--- src/rtl/imufsa_pkg.sv ---
package imufsa_pkg;

   // timeslot table geometry
   localparam int SLOT_COUNT = 4;
   localparam int SLOT_W     = $clog2(SLOT_COUNT);

   // output queue geometry
   localparam int Q_DEPTH = 2;
   localparam int Q_PTR_W = $clog2(Q_DEPTH);
   localparam int Q_CNT_W = $clog2(Q_DEPTH + 1);

   // sensor tags in tag bits 7:3
   localparam logic [4:0] TAG_GYRO  = 5'h01;
   localparam logic [4:0] TAG_ACCEL = 5'h02;
   localparam logic [4:0] TAG_TIME  = 5'h04;

   // fixed point of the tick period
   localparam int Q_SHIFT = 16;
   localparam int PROD_W  = 56;

   // configuration register indexes
   localparam int CSR_IDX_W  = 3;
   localparam int CSR_DATA_W = 64;
   localparam logic [CSR_IDX_W-1:0] CSR_HOST_TIME_BASE   = 3'd0;
   localparam logic [CSR_IDX_W-1:0] CSR_SENSOR_TIME_BASE = 3'd1;
   localparam logic [CSR_IDX_W-1:0] CSR_TICK_PERIOD      = 3'd2;
   localparam logic [CSR_IDX_W-1:0] CSR_ACCEL_GAIN       = 3'd3;
   localparam logic [CSR_IDX_W-1:0] CSR_GYRO_GAIN        = 3'd4;

   localparam logic [23:0] TICK_PERIOD_RST = 24'd1638400;
   localparam logic [15:0] GAIN_RST        = 16'd1;

   typedef logic [SLOT_W-1:0] slot_type;
   typedef logic [1:0]        kind_type;
   typedef logic [2:0][31:0]  vec_type;

   // decoded word kind
   localparam kind_type KIND_NONE  = 2'd0;
   localparam kind_type KIND_GYRO  = 2'd1;
   localparam kind_type KIND_ACCEL = 2'd2;
   localparam kind_type KIND_TIME  = 2'd3;

   // word at the commit stage
   typedef struct packed {
      logic              vld;
      kind_type          kind;
      slot_type          slot;
      logic              batch;
      vec_type           vec;
      logic [PROD_W-1:0] prod;
   } item_type;

   // slot contents as read for the commit stage
   typedef struct packed {
      logic [63:0] tstamp;
      vec_type     accel;
      vec_type     gyro;
   } slot_rd_type;

   // slot write from the commit stage
   typedef struct packed {
      logic        time_we;
      logic        accel_we;
      logic        gyro_we;
      slot_type    slot;
      logic [63:0] tstamp;
      vec_type     vec;
   } slot_wr_type;

   typedef struct packed {
      logic [63:0] tstamp;
      vec_type     accel;
      vec_type     gyro;
   } sample_type;

   function automatic kind_type decode_kind(input logic [7:0] tag);
      kind_type k;
      k = KIND_NONE;
      if (tag[7:3] == TAG_GYRO) begin
         k = KIND_GYRO;
      end else if (tag[7:3] == TAG_ACCEL) begin
         k = KIND_ACCEL;
      end else if (tag[7:3] == TAG_TIME) begin
         k = KIND_TIME;
      end
      return k;
   endfunction

   // signed count times unsigned gain, low 32 bits kept
   function automatic logic [31:0] scale_count(input logic [15:0] w, input logic [15:0] g);
      logic signed [32:0] p;
      p = $signed(w) * $signed({1'b0, g});
      return p[31:0];
   endfunction

endpackage

--- src/rtl/imufsa_slot_store.sv ---
module imufsa_slot_store (
   input  logic                     clock,
   input  logic                     reset,
   input  logic                     adv,
   input  imufsa_pkg::slot_type     rd_slot,
   input  imufsa_pkg::slot_wr_type  wr,
   output imufsa_pkg::slot_rd_type  rd
);
   import imufsa_pkg::*;

   logic [63:0]  time_mem [SLOT_COUNT];
   logic [191:0] vec_mem  [SLOT_COUNT];

   logic [63:0]  rd_time_ff;
   logic [191:0] rd_vec_ff;
   slot_type     rd_slot_ff;

   slot_wr_type  lw_ff;
   slot_rd_type  merged, out_ff;

   // memories: one write address, one read address, registered read
   always_ff @(posedge clock) begin
      if (adv) begin
         if (wr.time_we) begin
            time_mem[wr.slot] <= wr.tstamp;
         end
         if (wr.accel_we) begin
            vec_mem[wr.slot][191:96] <= wr.vec;
         end
         if (wr.gyro_we) begin
            vec_mem[wr.slot][95:0] <= wr.vec;
         end
         rd_time_ff <= time_mem[rd_slot];
         rd_vec_ff  <= vec_mem[rd_slot];
         rd_slot_ff <= rd_slot;
      end
   end

   // write that landed on the same edge as the read
   always_ff @(posedge clock) begin
      if (reset) begin
         lw_ff <= '0;
      end else if (adv) begin
         lw_ff <= wr;
      end
   end

   // forwarding: the write in flight wins over the older one
   always_comb begin
      merged.tstamp = rd_time_ff;
      merged.accel  = rd_vec_ff[191:96];
      merged.gyro   = rd_vec_ff[95:0];
      if (lw_ff.slot == rd_slot_ff) begin
         if (lw_ff.time_we) begin
            merged.tstamp = lw_ff.tstamp;
         end
         if (lw_ff.accel_we) begin
            merged.accel = lw_ff.vec;
         end
         if (lw_ff.gyro_we) begin
            merged.gyro = lw_ff.vec;
         end
      end
      if (wr.slot == rd_slot_ff) begin
         if (wr.time_we) begin
            merged.tstamp = wr.tstamp;
         end
         if (wr.accel_we) begin
            merged.accel = wr.vec;
         end
         if (wr.gyro_we) begin
            merged.gyro = wr.vec;
         end
      end
   end

   always_ff @(posedge clock) begin
      if (adv) begin
         out_ff <= merged;
      end
   end

   assign rd = out_ff;

endmodule

--- config.mk ---
export PLATFORM = sky130hd
export DESIGN_NAME = imufsa_slot_store
export DESIGN_NICKNAME = d
export VERILOG_FILES = /design/src/rtl/imufsa_pkg.sv /design/src/rtl/imufsa_slot_store.sv
export SDC_FILE = /design/constraint.sdc
export NUM_CORES = 2
export LEC_CHECK = 0
export BUFFER_PORTS_ARGS = -buffer_cell sky130_fd_sc_hd__buf_2
export CAP_MARGIN = 20
export CORE_MARGIN = 3
export CORE_UTILIZATION = 40
export CTS_CLUSTER_DIAMETER = 150
export DETAILED_ROUTE_END_ITERATION = 7
export SYNTH_ARGS = -nofsm -noshare
export SYNTH_HDL_FRONTEND = slang
export SYNTH_SLANG_ARGS = --single-unit
--- constraint.sdc ---
create_clock -name clock -period 8.5 [get_ports clock]
set_input_delay 0.85 -clock clock [delete_from_list [all_inputs] [get_ports clock]]
set_output_delay 0.85 -clock clock [all_outputs]
set_load 0.01 [all_outputs]
# == Yosys cells after proc, flatten, opt, wreduce, memory -nomap -nowiden ==
# Memory sizes are Yosys's and may differ from the RTL's. A register that Yosys moved wholly into a read port is not among the register bits.
# Index checks and enable logic that the tools add are counted.
# totals
reg_bits,423
latch_bits,0
mem_bits_rw,1024
mem_bits_ro,0
inputBits,170
out_inout_bits,256
word_cells,37
mem_count,2
# op_classes
n_addsub,0
multipliers,0
div,0
order_cmp,0
eq_ne,2
shift,0
muxes,17
n_bitwise,0
n_reduce_logical,0
# mem_list
memory,words,word_bits,rd,rd_ports_with_merged_regs,write_ports,line_no,rtl
vec_mem,4,192,1,1,1,imufsa_slot_store.sv:12,logic [191:0] vec_mem [SLOT_COUNT];
time_mem,4,64,1,1,1,imufsa_slot_store.sv:11,logic [63:0] time_mem [SLOT_COUNT];
# op_table
op,count
2-to-1 mux 256 bit,2
2-to-1 mux 96 bit,4
2-to-1 mux 64 bit,2
2-to-1 mux 1 bit,9
== test 2 bit,2

# == Depth between registers and ports, before layout ==
# depth
word_depth,4
ltp_mapped,6

# == Worst setup path before layout ==
# OpenSTA, ideal clock, no wires.
# synth_timing
path_kind,input to register
from,input adv
to,"memory vec_mem[2][0], enable pin"
setup_ps,669
arrival_ps,8158
path_slack_ps,-327
cell_stages,5
cell_sequence,clkbuf_1 > buf_2 > buf_2 > nand2_1 > nor3_1
# synth_between
elab_chain_cells,2
# synth_rtl
element,line_no,rtl
start: declaration,imufsa_slot_store.sv:4,"input logic adv,"
2-to-1 mux 1 bit,imufsa_slot_store.sv:23,if (adv) begin
2-to-1 mux 1 bit (not written as such),imufsa_slot_store.sv:31,vec_mem[wr.slot][95:0] <= wr.vec;
end: declaration,imufsa_slot_store.sv:12,
# Every way passes these cells.

# == Worst setup path after layout ==
# layout_timing
from,input adv
to,"memory vec_mem[3][66], enable pin"
# The elaborated chain is that of the path after synthesis.

==> flow_metrics.py <==
metrics = {
    "power": {
        "p_seq_frac": 0.506,
        "power.switching_mw": 4.64,
        "internal_power_mw": 14.7,
        "netSwitchingFraction": 0.240,
        "power_frac_clock": 0.410,
        "peakVddDrop_v": 0.000208,
        "p_per_area_mw_per_mm2": 254,
        "comb_power_share": 0.084,
        "power.total_mw": 19.4,
        "p_leak_nw": 24.7,
    },
    "clock_tree": {
        "cts_tree": "done",
        "cts_made_buffers": 176,
        "post_cts_buffers": 0,
        "postCtsHoldBufs": 0,
        "clock_latency_ps": 830,
        "postCtsResizedCells": 0,
        "root_buffer": "clkbuf_16",
        "clk_pin_slew_ps": 60,
        "cts_buffer_depth": 3,
        "clock_sinks": 1703,
        "htreeDepth": 4,
    },
    "final_layout": {
        "fin_area_mm2": 0.0762,
        "nets": 4190,
        "drive_gt1_frac": 0.250,
        "fillers": 13846,
        "final_cells": 6367,
        "area_growth_pct": 15.4,
    },
    "yosys": {
        "syn_avg_cell_area_um2": 17.8,
        "ys_seq_area_frac": 0.749,
        "synth-edff-count": 1538,
        "synth_area_leaders": "edfxtp_1, mux4_2, dfxtp_1",
        "async_reset_ff_frac": 0,
        "netlist_instances": 3717,
        "yosysTopAreaCell": "edfxtp_1",
        "yosysWarningCount": 0,
        "synth_most_common_cell": "edfxtp_1",
        "syn_nets": 3887,
        "syn-cell-area_mm2": 0.0661,
        "synthFlopType": "edfxtp_1",
        "synth-seq-cells": 1703,
        "synth_top_area_share": 0.699,
        "yosysUniqueCellTypes": 26,
    },
    "floorplanning": {
        "die_area_mm2": 0.170,
        "core-area_mm2": 0.163,
        "ios": 426,
        "fp.dieH_um": 412,
        "initial_utilization": 0.404,
        "fp-row-count": 148,
        "die_x_um": 412,
    },
    "timing": {
        "holdWs_ps": 284,
        "slew_headroom": 0.204,
        "maxSlewViolCount": 0,
        "fmax_mhz": 277,
        "worstMarginPinSlew_ps": 1190,
        "rsz0062_at_grt": "no",
        "fin_crit_ps": 3610,
        "finalCritPeriodShare": 0.424,
        "skew_ps": 39.5,
        "setup_viol": 0,
        "hold_viol": 0,
    },
    "worst_setup_path": {
        "crit_path_max_fanout": 57,
        "cp-start-kind": "input pin",
        "crit_top_cell": "buf_4",
        "critPathRequiredTime_ps": 8920,
        "end_kind": "register",
        "cp_slowest_stage_delay_ps": 810,
        "cp_slowest_cell": "and2_4",
        "crit_chain": "buf_8, buf_4, and3_1, and2_4, buf_4",
        "cp_data_arrival_time_ps": 4030,
        "crit_type": "in -> reg",
    },
    "outcome": {
        "status": "complete, no violations",
    },
    "global_routing": {
        "antenna_found_initial": 39,
        "grt_max_degree": 195,
        "grt_overflow_total": 0,
        "grt_pass1_wl_um": 268000,
        "grtUsageTotal": 0.213,
        "grt_pass1_vias": 38569,
    },
    "place": {
        "dpl.hpwl_um": 98100,
        "numPlacedInstances": 6015,
        "place_area_mm2": 0.0701,
        "port_buffers": 425,
        "gp_congestion": 0.749,
    },
    "job": {
        "cap_violations": 0,
    },
    "route": {
        "drtAntennaViolNets": 0,
        "drc": 0,
        "wl_per_cell_um": 28.8,
        "drt-vias-per-instance": 6.08,
        "wl_um": 183000,
        "vias": 38700,
        "detailedRoute.firstPassIterationCount": 5,
        "drtIter0Drc": 4297,
    },
    "worst_hold_path": {
        "hold_class": "in -> reg",
    },
}
==> worst max-delay path: cells and delay by family <==
family | cells | cell delay [ps]
buf+inv | 3 | 1840
simple gates | 2 | 1140
==> routing by layer <==
layer / global-route usage / routed length [um]
met4: 0.0774 / 5650
met5: 0 / 123
met3: 0.0486 / 16200
met2: 0.325 / 85200
met1: 0.298 / 76000
==> registers in the layout, indices dropped and copies added (netlist names) <==
| signal | cells |
|---|---|
| vec_mem | 768 |
| rd | 256 |
| time_mem | 256 |
| rd_slot_ff | 2 |
| rd_vec_ff | 192 |
| rd_time_ff | 64 |
| lw_ff | 165 |
==> cells in the final DEF, fill, tap and decap left out, drive strengths merged <==
| cell type | n |
|---|---|
| a21oi | 1 |
| a31oi | 256 |
| and2 | 9 |
| and3 | 1 |
| and3b | 1 |
| buf | 496 |
| bufinv | 22 |
| clkbuf | 231 |
| clkinv | 68 |
| clkinvlp | 4 |
| dfxtp | 165 |
| diode | 20 |
| edfxtp | 1538 |
| inv | 11 |
| mux2i | 164 |
| mux4 | 256 |
| nand2 | 1 |
| nand2b | 1 |
| nand3 | 3 |
| nand4 | 256 |
| nor2 | 164 |
| nor3 | 3 |
| nor3b | 1 |
| nor4 | 256 |
| o31ai | 256 |
| xnor2 | 4 |
| xor2 | 4 |
==> layout make-up <==
cell class | count | area [um2] | share of cell area
sequential | 1703 | 49500 | 0.649
antenna | 20 | 50.0 | 0.000656
clock buffer | 231 | 4750 | 0.0623
tap | 2175 | 2720 | 0.0357
timing repair buffer | 496 | 2840 | 0.0373
multi-input combinational | 1637 | 15100 | 0.198
inverter | 6 | 35.0 | 0.000460
clock inverter | 99 | 1240 | 0.0163
==> power groups by stage <==
stage | clock (mW) | sequential, mW | combinational (mW)
3_3_place_gp | 0 | 9.96 | 1.60
4_1_cts | 8.10 | 9.80 | 1.62
3_5_place_dp | 0 | 9.97 | 1.62
6_report | 7.94 | 9.80 | 1.62
5_1_grt | 8.45 | 9.83 | 1.73
2_1_floorplan | 0 | 9.95 | 0.860
==> through the flow <==
step | util | TNS [ps] | setup WS [ps]
floorplan | - | -62770 | -327
global placement | 0.429 | 0 | 4050
detailed placement | 0.429 | 0 | 4000
CTS | 0.466 | 0 | 4850
global route | 0.467 | 0 | 4740
finish | 0.467 | 0 | 4890
==> logic make-up after synthesis <==
kind of cell / after synthesis / synth area share
flip-flops: 1703 / 0.749
AND/OR/NAND/NOR: 696 / 0.0596
AO/OA/AOI/OAI: 513 / 0.0534
multiplexers: 420 / 0.112
buffers and inverters: 377 / 0.0246
XOR/XNOR: 8 / 0.00106
==> worst paths after layout <==
kind                                     from               to  slack [ps]  cells after the start
worst max register to register  rd_slot_ff[1]           rd[67]        5150                      5
worst min-delay path                  wr[150]  time_mem[3][54]         280                      1
worst max-delay path                      adv   vec_mem[3][66]        4890                      5
worst min register to register      lw_ff[96]        lw_ff[96]         500                      2
(Power assumes the default switching activity.)
