==> config.mk <==
export PLATFORM = sky130hd
export DESIGN_NAME = imufsa_front
export DESIGN_NICKNAME = d
export VERILOG_FILES = /design/src/rtl/imufsa_pkg.sv /design/src/rtl/imufsa_front.sv
export SDC_FILE = /design/constraint.sdc
export NUM_CORES = 2
export LEC_CHECK = 0
export BUFFER_PORTS_ARGS = -buffer_cell sky130_fd_sc_hd__buf_2
export CORE_ASPECT_RATIO = 1.5
export CORE_UTILIZATION = 45
export CTS_CLUSTER_DIAMETER = 150
export DETAILED_ROUTE_END_ITERATION = 8
export SYNTH_ARGS = -nofsm -noshare
export SYNTH_HDL_FRONTEND = slang
export SYNTH_SLANG_ARGS = --single-unit
export TNS_END_PERCENT = 30
==> constraint.sdc <==
create_clock -name clock -period 19.6 [get_ports clock]
set_clock_uncertainty 0.05 [all_clocks]
set_input_delay 2.94 -clock clock [delete_from_list [all_inputs] [get_ports clock]]
set_output_delay 2.94 -clock clock [all_outputs]
set_load 0.1 [all_outputs]
==> src/rtl/imufsa_pkg.sv <==
package imufsa_pkg;

   // timeslot table geometry
   localparam int SLOT_COUNT = 4;
   localparam int SLOT_W     = $clog2(SLOT_COUNT);

   // output queue geometry
   localparam int Q_DEPTH = 2;
   localparam int Q_PTR_W = $clog2(Q_DEPTH);
   localparam int Q_CNT_W = $clog2(Q_DEPTH + 1);

   // sensor tags in tag bits 7:3
   localparam logic [4:0] TAG_GYRO  = 5'h01;
   localparam logic [4:0] TAG_ACCEL = 5'h02;
   localparam logic [4:0] TAG_TIME  = 5'h04;

   // fixed point of the tick period
   localparam int Q_SHIFT = 16;
   localparam int PROD_W  = 56;

   // configuration register indexes
   localparam int CSR_IDX_W  = 3;
   localparam int CSR_DATA_W = 64;
   localparam logic [CSR_IDX_W-1:0] CSR_HOST_TIME_BASE   = 3'd0;
   localparam logic [CSR_IDX_W-1:0] CSR_SENSOR_TIME_BASE = 3'd1;
   localparam logic [CSR_IDX_W-1:0] CSR_TICK_PERIOD      = 3'd2;
   localparam logic [CSR_IDX_W-1:0] CSR_ACCEL_GAIN       = 3'd3;
   localparam logic [CSR_IDX_W-1:0] CSR_GYRO_GAIN        = 3'd4;

   localparam logic [23:0] TICK_PERIOD_RST = 24'd1638400;
   localparam logic [15:0] GAIN_RST        = 16'd1;

   typedef logic [SLOT_W-1:0] slot_type;
   typedef logic [1:0]        kind_type;
   typedef logic [2:0][31:0]  vec_type;

   // decoded word kind
   localparam kind_type KIND_NONE  = 2'd0;
   localparam kind_type KIND_GYRO  = 2'd1;
   localparam kind_type KIND_ACCEL = 2'd2;
   localparam kind_type KIND_TIME  = 2'd3;

   // word at the commit stage
   typedef struct packed {
      logic              vld;
      kind_type          kind;
      slot_type          slot;
      logic              batch;
      vec_type           vec;
      logic [PROD_W-1:0] prod;
   } item_type;

   // slot contents as read for the commit stage
   typedef struct packed {
      logic [63:0] tstamp;
      vec_type     accel;
      vec_type     gyro;
   } slot_rd_type;

   // slot write from the commit stage
   typedef struct packed {
      logic        time_we;
      logic        accel_we;
      logic        gyro_we;
      slot_type    slot;
      logic [63:0] tstamp;
      vec_type     vec;
   } slot_wr_type;

   typedef struct packed {
      logic [63:0] tstamp;
      vec_type     accel;
      vec_type     gyro;
   } sample_type;

   function automatic kind_type decode_kind(input logic [7:0] tag);
      kind_type k;
      k = KIND_NONE;
      if (tag[7:3] == TAG_GYRO) begin
         k = KIND_GYRO;
      end else if (tag[7:3] == TAG_ACCEL) begin
         k = KIND_ACCEL;
      end else if (tag[7:3] == TAG_TIME) begin
         k = KIND_TIME;
      end
      return k;
   endfunction

   // signed count times unsigned gain, low 32 bits kept
   function automatic logic [31:0] scale_count(input logic [15:0] w, input logic [15:0] g);
      logic signed [32:0] p;
      p = $signed(w) * $signed({1'b0, g});
      return p[31:0];
   endfunction

endpackage

==> src/rtl/imufsa_front.sv <==
module imufsa_front (
   input  logic                    clock,
   input  logic                    reset,
   input  logic                    adv,
   input  logic                    accept,
   input  logic                    batch_start,
   input  logic [7:0]              tag_byte,
   input  logic [15:0]             word_x,
   input  logic [15:0]             word_y,
   input  logic [15:0]             word_z,
   input  logic [31:0]             sensor_time_base,
   input  logic [23:0]             tick_period_q16,
   input  logic [15:0]             accel_gain,
   input  logic [15:0]             gyro_gain,
   output imufsa_pkg::item_type    item
);
   import imufsa_pkg::*;

   logic             s1_vld_ff, s1_vld_in;
   kind_type         s1_kind_ff;
   slot_type         s1_slot_ff;
   logic             s1_batch_ff;
   logic [2:0][15:0] s1_words_ff;
   logic [31:0]      s1_delta_ff, s1_delta_in;

   item_type         s2_ff, s2_in;
   logic [15:0]      gain;

   // tick delta modulo 2^32
   assign s1_delta_in = {word_y, word_x} - sensor_time_base;
   assign s1_vld_in   = accept;

   always_ff @(posedge clock) begin
      if (reset) begin
         s1_vld_ff <= 1'b0;
      end else if (adv) begin
         s1_vld_ff <= s1_vld_in;
      end
   end

   always_ff @(posedge clock) begin
      if (adv) begin
         s1_kind_ff  <= decode_kind(tag_byte);
         s1_slot_ff  <= tag_byte[SLOT_W:1];
         s1_batch_ff <= batch_start;
         s1_words_ff <= {word_z, word_y, word_x};
         s1_delta_ff <= s1_delta_in;
      end
   end

   assign gain = (s1_kind_ff == KIND_GYRO) ? gyro_gain : accel_gain;

   always_comb begin
      s2_in        = '0;
      s2_in.vld    = s1_vld_ff;
      s2_in.kind   = s1_kind_ff;
      s2_in.slot   = s1_slot_ff;
      s2_in.batch  = s1_batch_ff;
      for (int k = 0; k < 3; k++) begin
         s2_in.vec[k] = scale_count(s1_words_ff[k], gain);
      end
      s2_in.prod = {24'd0, s1_delta_ff} * {32'd0, tick_period_q16};
   end

   always_ff @(posedge clock) begin
      if (reset) begin
         s2_ff.vld <= 1'b0;
      end else if (adv) begin
         s2_ff.vld <= s2_in.vld;
      end
   end

   always_ff @(posedge clock) begin
      if (adv) begin
         s2_ff.kind  <= s2_in.kind;
         s2_ff.slot  <= s2_in.slot;
         s2_ff.batch <= s2_in.batch;
         s2_ff.vec   <= s2_in.vec;
         s2_ff.prod  <= s2_in.prod;
      end
   end

   assign item = s2_ff;

endmodule

After elaboration in Yosys (flattened, before gate mapping)
Index checks and enable logic that the tools add are counted.
{"block": "op_classes", "addsub": 1, "n_mul": 4, "n_div": 0, "order_cmp": 0, "n_eq_ne": 4, "n_shift": 0, "n_mux": 3, "bitwise_logic": 0, "reduce_logical": 0}
{"operator": "multiplier 16 x 17 -> 32 bit", "n": 3}
{"operator": "multiplier 32 x 24 -> 56 bit", "n": 1}
{"operator": "subtractor 32 bit", "n": 1}
{"operator": "two-way mux 16 bit", "n": 1}
{"operator": "equality test 5 x 1 -> 1 bit (second input constant)", "n": 1}
{"operator": "equality test 5 x 2 -> 1 bit (second input constant)", "n": 1}
{"operator": "equality test 5 x 3 -> 1 bit (second input constant)", "n": 1}
{"operator": "two-way mux 2 bit", "n": 2}
{"operator": "equality test 2 x 1 -> 1 bit (second input constant)", "n": 1}
{"block": "word_totals", "ff_bits": 244, "latch_bits": 0, "ramBits": 0, "romBits": 0, "input_bits": 149, "out_inout_bits": 158, "word_cells": 28, "mem_count": 0}

Logic depth before layout (Yosys ltp)
{"block": "depth", "ltp_word": 3, "ltp_mapped": 28, "depth_no_buf": 25}

Least setup slack after synthesis
OpenSTA, ideal clock, no wires.
{"block": "synth_timing", "path_kind": "input port to flip-flop", "from": "input tick_period_q16[3]", "to": "register s2_ff, in the netlist item[54], data pin", "setup_time_ns": 0.180, "arrival_time_ns": 9.244, "required_time_ns": 19.370, "slack_ns": 10.126, "stages": 25, "path_buffers": 2, "cell_sequence": "clkbuf_1 nand2_1 fa_1 inv_1 fa_1 inv_1 fa_1 fa_1 fa_1 inv_1 fa_1 inv_1 fa_1 inv_1 ha_1 clkbuf_1 a21oi_1 and2_1 a2111oi_0 a21boi_2 o311a_4 a2111oi_4 a21oi_2 a2111o_1 o311ai_1"}
{"element": "from (decl)", "line": "imufsa_front.sv:12", "source": "input logic [23:0] tick_period_q16,"}
{"element": "to (decl)", "line": "imufsa_front.sv:26", "source": "item_type s2_ff, s2_in;"}

==> results.py <==
metrics = {
    "run_status": {
        "status": "finished, final reports clean",
    },
    "critical_path": {
        "crit_path_top_delay_cell": "a31oi_1",
        "reg2regPathDepth": 24,
        "r2r-end": "item[52]",
        "critPathKind": "in2reg",
        "cp-start-kind": "primary input",
        "critPathMaxStageDelay_ps": 1010,
        "rrSetupSlack_ps": 10800,
        "crit_required_ps": 19950,
        "crit_path_max_fanout": 32,
        "crit_arrival_ps": 11200,
        "critPathLaunch": "tick_period_q16[3]",
        "reg2reg_from": "s1_delta_ff[11]",
        "critPathCaptureType": "register",
        "cpMostUsedCell": "fa_1",
    },
    "floorplan": {
        "pin_count": 307,
        "die_w_um": 301,
        "fp.dieH_um": 450,
        "coreArea_um2": 133000,
        "num_rows": 164,
        "dieArea_um2": 135000,
        "start_util_pct": 45.3,
    },
    "synth": {
        "yosys_warnings": 0,
        "async_reset_ff_share_pct": 0,
        "synth_top_cell_by_area": "fa_1",
        "synth.area.top_cells": "fa_1, edfxtp_1, ha_1, inv_1, and2_1",
        "syn-num-nets": 8386,
        "synth_mux_area_share_pct": 0.599,
        "synth-simple-area-share_pct": 15.1,
        "synthAdderAreaFrac_pct": 53.0,
        "synth_edf_count": 242,
        "yosysUniqueCellTypes": 74,
        "synth_compound_gate_area_share_pct": 5.60,
        "synth.avg_cell_area_um2": 9.36,
        "ys_dominant_reg_cell": "edfxtp_1",
        "ys_seq_area_share_pct": 12.1,
        "synthCells": 6432,
        "synth_top_area_share_pct": 41.3,
        "synth_xor_xnor_area_share_pct": 2.28,
        "synth_top_family_by_area": "adder cells",
        "synth-seq-cells": 244,
        "syn_area_um2": 60200,
    },
    "min_path": {
        "min_path_cells": 0,
        "hold_class": "reg2reg",
        "min-delay-start": "s1_slot_ff[1]",
        "holdPathEnd": "item[154]",
    },
    "drt": {
        "dr.max_layer_used": "met5",
        "totalWireLength_um": 167000,
        "final_antenna_net_count": 0,
        "wl_per_cell_um": 20.2,
        "drt_pass1_iterations": 6,
        "vias": 44000,
        "dr.first_iter.drc_count": 2482,
        "wl_met3_um": 9540,
        "wl_met2_um": 88500,
        "drc_errors": 0,
        "met1_length_um": 61100,
        "avgViaCountPerCell": 5.29,
    },
    "clock_tree": {
        "postCtsHoldBufs": 0,
        "cts_sinks": 244,
        "path_clk_slew_ps": 60,
        "cts_tree": "done",
        "cts_root_buffer": "clkbuf_16",
        "cts_inserted_buffers": 31,
        "cts_resized": 0,
        "post_cts_buffers": 0,
        "htreeDepth": 1,
        "ctsLongestPathBuffers": 3,
        "worst_skew_pair.late_latency_ps": 680,
    },
    "timing": {
        "tightest_slew_ps": 1170,
        "period_needed_ps": 10850,
        "max_slew_margin_pct": 21.6,
        "fmax_mhz": 92.1,
        "fin_crit_sh_pct": 55.4,
        "tns_ps": 0,
        "setup_viol": 0,
        "hold_viol_final": 0,
        "drv_slew": 0,
        "grt_setup_unrepaired": "no",
    },
    "global_routing": {
        "grt_pass1_vias": 48100,
        "grt_remaining_overflow": 0,
        "grt_first_pass_wirelength_um": 265000,
        "antenna_found_initial": 9,
        "grtUsageTotal_pct": 25.5,
        "grt_max_degree": 75,
    },
    "final_layout": {
        "layout-area-overhead-vs-synth_pct": 6.81,
        "fin_nets": 8494,
        "final_layout_size_suffix_gt1_share_pct": 6.78,
        "final_common_cell": "inv_1",
        "layout_common_cells": "inv_1, fa_1, nand2_1, and2_1, ha_1",
        "n_fill_cell": 12800,
    },
    "job": {
        "max_cap_violations": 0,
    },
    "place": {
        "dpl.hpwl_um": 129000,
        "gp_congestion": 0.992,
        "port-buffer-count": 305,
    },
}
cells in the mapped netlist (all sizes together), types with 5 or more instances:
master,number
inv,1528
o21a,27
nor2b,24
a31oi,13
nor4,6
fa,1241
nand2b,17
nand2,938
a21o,87
a41oi,8
a2111oi,5
buf,5
nor3,19
nand3,32
a211o,5
a21boi,6
o21bai,32
xnor2,114
a21oi,161
nor2,98
o31ai,13
nand4,21
mux2,16
a211oi,17
and2,683
ha,564
xor2,43
edfxtp,242
o21ai,85
mux2i,18
o211ai,7
and3,9
clkbuf,280
per-layer routing:
metal | GRT usage [%] | vias to the layer above
li1 | - | 19500
met5 | 0 | -
met4 | 11.2 | 6
met2 | 46.9 | 1417
met3 | 3.04 | 409
met1 | 29.4 | 22700
state kept, by name (all words and copies together) (netlist names):
| signal | count |
|---|---|
| item | 158 |
| s1_batch_ff | 1 |
| s1_delta_ff | 32 |
| s1_kind_ff | 2 |
| s1_slot_ff | 2 |
| s1_vld_ff | 1 |
| s1_words_ff | 48 |
layout make-up:
type | instances | area, µm² | area share [%]
Clock buffer | 34 | 787 | 1.22
Multi-Input combinational cell | 4375 | 46100 | 71.7
Clock inverter | 24 | 244 | 0.380
Timing Repair Buffer | 360 | 1950 | 3.03
Sequential cell | 244 | 7310 | 11.4
Tap cell | 1743 | 2180 | 3.39
Antenna cell | 4 | 10.0 | 0.0156
Inverter | 1528 | 5740 | 8.92
critical path: cells and delay by family:
kind	cells	cell delay, ps
AOI/OAI and AO/OA	8	2870
adders and majority gates	8	3900
xor gates and xnor gates	1	200
and+or+nand+nor	1	180
buffers and inverters	7	1090
metrics by stage:
| step | worst slack (ps) | util (%) | hold slack, ps | cell area, µm² | cells |
|---|---|---|---|---|---|
| 2_1_floorplan | 10130 | - | 350 | 60200 | 6432 |
| 4_1_cts | 8950 | 48.3 | 371 | 64300 | 8308 |
| 3_5_place_dp | 8250 | 47.6 | 356 | 63200 | 8250 |
| 5_1_grt | 8700 | 48.3 | 371 | 64300 | 8309 |
| 6_report | 8750 | 48.3 | 371 | 64300 | 8312 |
| 3_3_place_gp | 8280 | 47.6 | 351 | 63200 | 8250 |
worst max-delay path by stage:
| stage | endpoint | slack (ps) | cells after the start |
|---|---|---|---|
| floorplan | item[54] | 10130 | 25 |
| global placement | item[52] | 8280 | 25 |
| detailed placement | item[52] | 8250 | 25 |
| CTS | item[52] | 8950 | 25 |
| global route | item[52] | 8700 | 25 |
| finish | item[52] | 8750 | 25 |
cells by family after synthesis:
family                     after synthesis
and+or+nand+nor                       1869
buffers and inverters                 1813
adders and majority gates             1805
AOI/OAI and AO/OA                      510
DFF                                    244
xor gates and xnor gates               157
muxes                                   34
Power is not shown: default switching activity piles up to over one toggle a cycle in this logic, so the estimate is an artifact.
