==> src/rtl/imufsa_pkg.sv <==
package imufsa_pkg;

   // timeslot table geometry
   localparam int SLOT_COUNT = 4;
   localparam int SLOT_W     = $clog2(SLOT_COUNT);

   // output queue geometry
   localparam int Q_DEPTH = 2;
   localparam int Q_PTR_W = $clog2(Q_DEPTH);
   localparam int Q_CNT_W = $clog2(Q_DEPTH + 1);

   // sensor tags in tag bits 7:3
   localparam logic [4:0] TAG_GYRO  = 5'h01;
   localparam logic [4:0] TAG_ACCEL = 5'h02;
   localparam logic [4:0] TAG_TIME  = 5'h04;

   // fixed point of the tick period
   localparam int Q_SHIFT = 16;
   localparam int PROD_W  = 56;

   // configuration register indexes
   localparam int CSR_IDX_W  = 3;
   localparam int CSR_DATA_W = 64;
   localparam logic [CSR_IDX_W-1:0] CSR_HOST_TIME_BASE   = 3'd0;
   localparam logic [CSR_IDX_W-1:0] CSR_SENSOR_TIME_BASE = 3'd1;
   localparam logic [CSR_IDX_W-1:0] CSR_TICK_PERIOD      = 3'd2;
   localparam logic [CSR_IDX_W-1:0] CSR_ACCEL_GAIN       = 3'd3;
   localparam logic [CSR_IDX_W-1:0] CSR_GYRO_GAIN        = 3'd4;

   localparam logic [23:0] TICK_PERIOD_RST = 24'd1638400;
   localparam logic [15:0] GAIN_RST        = 16'd1;

   typedef logic [SLOT_W-1:0] slot_type;
   typedef logic [1:0]        kind_type;
   typedef logic [2:0][31:0]  vec_type;

   // decoded word kind
   localparam kind_type KIND_NONE  = 2'd0;
   localparam kind_type KIND_GYRO  = 2'd1;
   localparam kind_type KIND_ACCEL = 2'd2;
   localparam kind_type KIND_TIME  = 2'd3;

   // word at the commit stage
   typedef struct packed {
      logic              vld;
      kind_type          kind;
      slot_type          slot;
      logic              batch;
      vec_type           vec;
      logic [PROD_W-1:0] prod;
   } item_type;

   // slot contents as read for the commit stage
   typedef struct packed {
      logic [63:0] tstamp;
      vec_type     accel;
      vec_type     gyro;
   } slot_rd_type;

   // slot write from the commit stage
   typedef struct packed {
      logic        time_we;
      logic        accel_we;
      logic        gyro_we;
      slot_type    slot;
      logic [63:0] tstamp;
      vec_type     vec;
   } slot_wr_type;

   typedef struct packed {
      logic [63:0] tstamp;
      vec_type     accel;
      vec_type     gyro;
   } sample_type;

   function automatic kind_type decode_kind(input logic [7:0] tag);
      kind_type k;
      k = KIND_NONE;
      if (tag[7:3] == TAG_GYRO) begin
         k = KIND_GYRO;
      end else if (tag[7:3] == TAG_ACCEL) begin
         k = KIND_ACCEL;
      end else if (tag[7:3] == TAG_TIME) begin
         k = KIND_TIME;
      end
      return k;
   endfunction

   // signed count times unsigned gain, low 32 bits kept
   function automatic logic [31:0] scale_count(input logic [15:0] w, input logic [15:0] g);
      logic signed [32:0] p;
      p = $signed(w) * $signed({1'b0, g});
      return p[31:0];
   endfunction

endpackage

==> src/rtl/imufsa_commit.sv <==
module imufsa_commit (
   input  logic                     clock,
   input  logic                     reset,
   input  logic                     adv,
   input  imufsa_pkg::item_type     item,
   input  imufsa_pkg::slot_rd_type  rd,
   input  logic [63:0]              host_time_base,
   output imufsa_pkg::slot_wr_type  wr,
   output logic                     res_vld,
   output imufsa_pkg::sample_type   res
);
   import imufsa_pkg::*;

   logic [SLOT_COUNT-1:0] aseen_ff, aseen_in, gseen_ff, gseen_in;
   logic [SLOT_COUNT-1:0] tvld_ff, tvld_in, avld_ff, avld_in, gvld_ff, gvld_in;
   logic [63:0]           last_ff, last_in;
   logic                  eib_ff, eib_in;

   logic                  clr;
   logic [SLOT_COUNT-1:0] aseen_b, gseen_b, tvld_b, avld_b, gvld_b;
   logic                  eib_b;
   slot_type              s;
   logic [63:0]           t_stored, new_time;
   vec_type               a_stored, g_stored;
   logic                  emit_try;

   assign clr = item.vld && item.batch;
   assign s   = item.slot;

   // state as left by a batch start
   assign aseen_b = clr ? '0 : aseen_ff;
   assign gseen_b = clr ? '0 : gseen_ff;
   assign tvld_b  = clr ? '0 : tvld_ff;
   assign avld_b  = clr ? '0 : avld_ff;
   assign gvld_b  = clr ? '0 : gvld_ff;
   assign eib_b   = clr ? 1'b0 : eib_ff;

   // entries not written since the last clear read as zero
   assign t_stored = tvld_b[s] ? rd.tstamp : '0;
   assign a_stored = avld_b[s] ? rd.accel  : '0;
   assign g_stored = gvld_b[s] ? rd.gyro   : '0;

   assign new_time = host_time_base + {{(64 - PROD_W + Q_SHIFT){1'b0}}, item.prod[PROD_W-1:Q_SHIFT]};

   always_comb begin
      aseen_in = aseen_b;
      gseen_in = gseen_b;
      tvld_in  = tvld_b;
      avld_in  = avld_b;
      gvld_in  = gvld_b;
      eib_in   = eib_b;
      last_in  = last_ff;
      emit_try = 1'b0;
      res_vld  = 1'b0;
      wr          = '0;
      wr.slot     = s;
      wr.tstamp   = new_time;
      wr.vec      = item.vec;
      res.tstamp  = t_stored;
      res.accel   = a_stored;
      res.gyro    = g_stored;
      if (item.vld) begin
         unique case (item.kind)
            KIND_GYRO: begin
               wr.gyro_we  = 1'b1;
               gvld_in[s]  = 1'b1;
               res.gyro    = item.vec;
               emit_try    = aseen_b[s];
               gseen_in[s] = !aseen_b[s];
               aseen_in[s] = 1'b0;
            end
            KIND_ACCEL: begin
               wr.accel_we = 1'b1;
               avld_in[s]  = 1'b1;
               res.accel   = item.vec;
               emit_try    = gseen_b[s];
               aseen_in[s] = !gseen_b[s];
               gseen_in[s] = 1'b0;
            end
            KIND_TIME: begin
               wr.time_we  = 1'b1;
               tvld_in[s]  = 1'b1;
               aseen_in[s] = 1'b0;
               gseen_in[s] = 1'b0;
            end
            KIND_NONE: begin
            end
            default: begin
            end
         endcase
      end
      // drop zero times and repeats of the last time in this batch
      if (emit_try && (t_stored != '0) && !(eib_b && (t_stored == last_ff))) begin
         res_vld = 1'b1;
         last_in = t_stored;
         eib_in  = 1'b1;
      end
   end

   always_ff @(posedge clock) begin
      if (reset) begin
         aseen_ff <= '0;
         gseen_ff <= '0;
         tvld_ff  <= '0;
         avld_ff  <= '0;
         gvld_ff  <= '0;
         eib_ff   <= 1'b0;
         last_ff  <= '0;
      end else if (adv) begin
         aseen_ff <= aseen_in;
         gseen_ff <= gseen_in;
         tvld_ff  <= tvld_in;
         avld_ff  <= avld_in;
         gvld_ff  <= gvld_in;
         eib_ff   <= eib_in;
         last_ff  <= last_in;
      end
   end

endmodule

==> config.mk <==
export PLATFORM = sky130hd
export DESIGN_NAME = imufsa_commit
export DESIGN_NICKNAME = d
export VERILOG_FILES = /design/src/rtl/imufsa_pkg.sv /design/src/rtl/imufsa_commit.sv
export SDC_FILE = /design/constraint.sdc
export NUM_CORES = 1
export LEC_CHECK = 0
export ABC_AREA = 0
export BUFFER_PORTS_ARGS = -buffer_cell sky130_fd_sc_hd__buf_2
export CAP_MARGIN = 15
export CORE_AREA = 2 2 352 354
export CTS_BUF_LIST = sky130_fd_sc_hd__clkbuf_2 sky130_fd_sc_hd__clkbuf_4 sky130_fd_sc_hd__clkbuf_8
export DETAILED_ROUTE_END_ITERATION = 10
export DIE_AREA = 0 0 354 356
export GPL_ROUTABILITY_DRIVEN = 0
export MAX_ROUTING_LAYER = met4
export PLACE_DENSITY = 0.3
export SETUP_SLACK_MARGIN = 0.05
export SLEW_MARGIN = 20
export SYNTH_ARGS = -nofsm -noshare
export SYNTH_HDL_FRONTEND = slang
export SYNTH_SLANG_ARGS = --single-unit
==> constraint.sdc <==
create_clock -name clock -period 7.12 [get_ports clock]
set_clock_uncertainty 0.1 [all_clocks]
set_input_delay 0.712 -clock clock [delete_from_list [all_inputs] [get_ports clock]]
set_output_delay 0.712 -clock clock [all_outputs]
set_load 0.1 [all_outputs]
# Word level (Yosys, flattened, before mapping)
# Cells that the tools add are included.
[classes]
n_addsub = 1
muxes = 44
n_reduce_logical = 12
bitwise = 6
n_lt_le_gt_ge = 2
eq_ne = 4
[op_table]
columns = ["cell", "n"]
rows = [
  ["two-way mux 96 bit", 4],
  ["two-way mux 192 bit", 1],
  ["adder 64 x 40 -> 64 bit", 1],
  ["equality test 64 bit", 1],
  ["two-way mux 64 bit", 1],
  ["nonzero test 64 bit", 1],
  ["two-way mux 4 bit", 13],
  ["one-hot mux 4 bit (2 select lines)", 2],
  ["two-way mux 1 bit", 13],
  ["OR 4 bit", 3],
  ["binary-select mux 1 bit (select 2 bit)", 5],
  ["bitwise AND 4 bit", 2],
  ["bitwise mux 4 bit", 2],
  ["logical AND 1 bit", 5],
  ["equality test 2 bit, second input constant", 2],
  ["inverter 4 bit", 1],
  ["OR reduction 2 bit", 2],
  ["zero test 1 bit", 3],
  ["less-than comparator 2 x 3 -> 1 bit, second input constant", 1],
  ["two-way mux 3 bit", 1],
  ["demux 1 bit (select 2 bit)", 1],
  ["equality test 2 x 1 -> 1 bit, second input constant", 1],
  [">= comparator 2 x 1 -> 1 bit, second input constant", 1],
  ["one-hot mux 1 bit (2 select lines)", 1],
  ["AND reduction 2 bit", 1],
]
[word_totals]
word_cells = 76
regBits = 85
in_bits = 481
out_inout_bits = 422

# Longest topological paths before layout
[logic_depth]
depth_word = 10
ltp_mapped = 13
depth_no_buf = 10

# Worst setup path before layout
# No wires, ideal clock.
[synth_path]
path_type = "in2out"
from = "in item[16] (netlist bit)"
to = "out wr[148] (netlist bit)"
path_stages = 11
arrival_ns = 4.675
n_path_buf = 1
slack_ns = 1.633
t_required_ns = 6.308
path_cell_list = "ha_1 -> fa_1 -> a211oi_1 -> o21ai_0 -> a21oi_1 -> o221ai_1 -> a32o_1 -> o41ai_1 -> clkbuf_1 -> nor3b_1 -> xor2_1"
[synth_lines]
columns = ["element", "line_no", "text"]
rows = [
  ["start: declaration", "imufsa_commit.sv:5", "input imufsa_pkg::item_type item,"],
  ["end: declaration", "imufsa_commit.sv:8", "output imufsa_pkg::slot_wr_type wr,"],
]

# Worst setup path after layout
[layout_path]
from = "in item[153] (netlist bit)"
to = "out res_vld"
[layout_between]
elab_chain_len = 8
word_cells_on_any_way = 16
cone_classes = "eq/ne: 1; mux: 10; reduce/logical: 5"
[layout_lines]
columns = ["element", "line_no", "text"]
rows = [
  ["binary-select mux 1 bit (select 2 bit)", "imufsa_commit.sv:39", "assign t_stored = tvld_b[s] ? rd.tstamp : '0;"],
  ["two-way mux 1 bit (not written as such)", "imufsa_commit.sv:39", ""],
  ["two-way mux 64 bit", "imufsa_commit.sv:39", ""],
  ["equality test 64 bit", "imufsa_commit.sv:93", "if (emit_try && (t_stored != '0) && !(eib_b && (t_stored == last_ff))) begin"],
  ["logical AND 1 bit", "imufsa_commit.sv:93", ""],
  ["zero test 1 bit", "imufsa_commit.sv:93", ""],
  ["logical AND 1 bit (*)", "imufsa_commit.sv:93", ""],
  ["two-way mux 1 bit (*)", "imufsa_commit.sv:93", ""],
  ["end: declaration", "imufsa_commit.sv:9", "output logic res_vld,"],
]
# Every way passes the cells marked *; elsewhere a longest branch is shown, timed or not. The select of a mux whose other input is x is not followed.

==> results.md <==
* Status: finished clean
* Post-Layout Cell Count at about 3800
* Yosys reg bits at 85
* Crit end category: output port
* Peak VDD IR at 84.4 uV
* Slew @ Worst Pin at 1.08 ns
* Async set or reset register ratio after synthesis at 0%
* Post-Synth Simple-Gate Area at around a fifth
* Nets@finish at approximately 2600
* Max clock buf depth at 2
* Util after Layout at 13.4%
* TNS Setup at 0 ns
* Finished Cell Area at ~16000 um^2
* Syn Std Cell Area at between 10000 and 15000 um^2
* Hpwl dp at slightly above 90000 um
* Total CTS buffers at 9
* Mux contribution to synthesized area at approximately 7%
* Vias in the first global route at 14161
* Rows at between 100 and 150
* Critical Path AT at ~4.3 ns
* Area Growth Syn to Fin at 54.8%
* Placed Cells at approximately 3700
* Compound-Gate Fraction of Synth Area at 33.0%
* Area leader, netlist: dfxtp_1
* Post-CTS Setup Repair Bufs at 0
* Final ANT Viol Nets at 0
* WS Path Type: input port to output port
* # IOs at approximately 900
* Main synth FF type: dfxtp_1
* Slowest-stage cell, CP: mux4_2
* Area contributors post-synth: dfxtp_1 16%, a22o_1 16%, buf_4 7.2%
* Seq pwr share at between 10% and 20%
* Syn Area/Cell at 7.62 um^2
* LEAKAGE at around 8 nW
* # H-tree levels at 3
* First-pass GRT wire length at 132000 um
* I/O Buffers at around 890
* Pwr dens at ~170 nW/um^2
* Combinational family with the most area after synthesis: compound AO/OA/AOI/OAI gates
* Post-CTS Hold Buffers at 0
* Post-CTS resize count at 0
* Worst Path Max Fanout at 43
* Drt via density at roughly 3.8
* Largest net degree at the start of global routing at just over 90
* Max Cap Violations at 0
* Startpoint types: input port
* Unrepaired setup endpoints after global routing: no
* Final worst setup slack at just over 2 ns
* Share of cells above drive strength 1 at about 44%
* Post-synth top cells: 192 x a22o_1, 141 x nor2_1, 102 x buf_4
* Die height at roughly 360 um
* Slew Limit Fails at 0
* CP max stage delay at 0.69 ns
* Mapped Nets at ~1900
* Final setup vio count at 0
* Number of synthesized flops with an enable pin at 0
* WL per Instance at roughly 27 um
* Comb power frac at 71.4%
* Max Clk Rate at a little under 200 MHz
* Sw frac at 66.4%
* Grt ovf at 0
* CP Cell Sequence: buf_2 > mux4_2 > buf_4 > nand3_1 > a2111oi_0 > nand4_1 > nor4_2 > a31oi_1 > buf_2
* Yosys cell types at 65
* Synth Instances at around 1400
* FILL cells at approximately 14000
* Worst-path clk slew at approximately 0.08 ns
* Total Die Area at 126000 um^2
* Post-Route WL at between 100000 and 150000 um
* Pre-CTS setup slack at approximately 1.9 ns
* Final Total Pwr at around 2.9 mW
* Clock root buffer: clkbuf_8
* Drt drc at 0
* Critical Path Most Common Cell: buf_2
* Post-Synth Adder-Cell Area at between 5 and 6%
* All-Layer GR Usage at 15.8%
* Most common cell in the netlist: a22o_1
* Internal Power at 960 uW
* Via count at around 14000
* Antenna violations before repair at 50
* Die Wd at roughly 350 um
* Period utilisation layout at 71.7%
* Relative slew slack at between 20 and 30%
* Initial Util at around 8.6%
* Synth Warn # at 0
* Clk Latency, worst-skew pair at between 0.4 and 0.5 ns
* Sequential fraction of the synthesis area at about 16%
* Synth Area in XOR/XNOR at 6.37%
* Clock sink count at 85
* Hold Path Class: flip-flop to flip-flop
* Area share of the largest cell type after synthesis at between 10% and 20%
* Critical Path RT at 6.31 ns
* Min cycle time layout at a little over 5 ns
* DR iter-0 viols at about 720
* TritonCTS clock tree: built
* Pre-Repair DR Iteration Count at 7
* Core Area at approximately 120000 um^2
* P_sw at 1.90 mW
* Final hold vios at 0
* Dpl cell area at roughly 16000 um^2
* Clock Power Share at a little under an eighth
* Min Hold Slack at about 0.36 ns
==> final cells by class <==
| type | count | area (um^2) | area share (%) |
|---|---|---|---|
| diodes | 57 | 143 | 0.870 |
| well taps | 1637 | 2050 | 12.5 |
| repair buffers | 901 | 4560 | 27.8 |
| clock buffers | 10 | 131 | 0.801 |
| multi-input cells | 1061 | 7600 | 46.3 |
| inverters | 50 | 188 | 1.14 |
| clock inverters | 4 | 27.5 | 0.168 |
| flip-flops and latches | 85 | 1700 | 10.4 |
==> critical path, delay by kind of cell <==
family                 cells  cell delay, ns
buffers and inverters      3            1.22
AOI/OAI and AO/OA          2            0.65
muxes                      1            0.69
and+or+nand+nor            3            0.98
==> final timing paths <==
check | from | endpoint | slack, ns | cells past startpoint
worst max register to register | tvld_ff[3] | last_ff[33] | 2.78 | 9
worst max-delay path | item[153] | res_vld | 2.01 | 9
worst min-delay path | avld_ff[3] | avld_ff[3] | 0.36 | 2
worst min register to register | avld_ff[3] | avld_ff[3] | 0.36 | 2
==> registers in the layout, indices dropped and copies added (netlist names) <==
name	count
gseen_ff	4
tvld_ff	4
aseen_ff	4
last_ff	64
gvld_ff	4
eib_ff	1
avld_ff	4
==> cells by family (layout without fill, tap and decap cells) <==
kind of cell,Yosys count,count (layout)
multiplexers,69,69
other,0,57
XOR/XNOR,77,77
AO/OA/AOI/OAI,463,463
AND/OR/NAND/NOR,407,407
adder cells (fa/ha/maj),45,45
flip-flops,85,85
buffers and inverters,244,965
==> power by group through the flow <==
stage | clock, mW | combinational (mW) | sequential [mW]
after floorplan | 0 | 1.52 | 0.488
final | 0.339 | 2.04 | 0.477
after global placement | 0 | 2.06 | 0.488
after CTS | 0.358 | 2.06 | 0.477
after global routing | 0.376 | 2.11 | 0.477
after detailed placement | 0 | 2.06 | 0.488
==> metal layers <==
layer / global-route usage [%] / wire [um] / part of all wire (%)
met1: 16.7 / 38900 / 38
met4: 2.98 / 2270 / 2.2
met2: 28.4 / 52800 / 51
met3: 5.60 / 8780 / 8.5
met5: - / 0 / 0
==> cell usage in the layout (no fill, tap or decap), types with 50 or more instances in the layout <==
cell type / count
nand2_1: 57
diode_2: 57
a22o_1: 192
mux2i_1: 66
a21oi_1: 54
dfxtp_1: 85
inv_1: 50
nor2_1: 141
buf_2: 885
and3_1: 63
(Power assumes the default switching activity.)
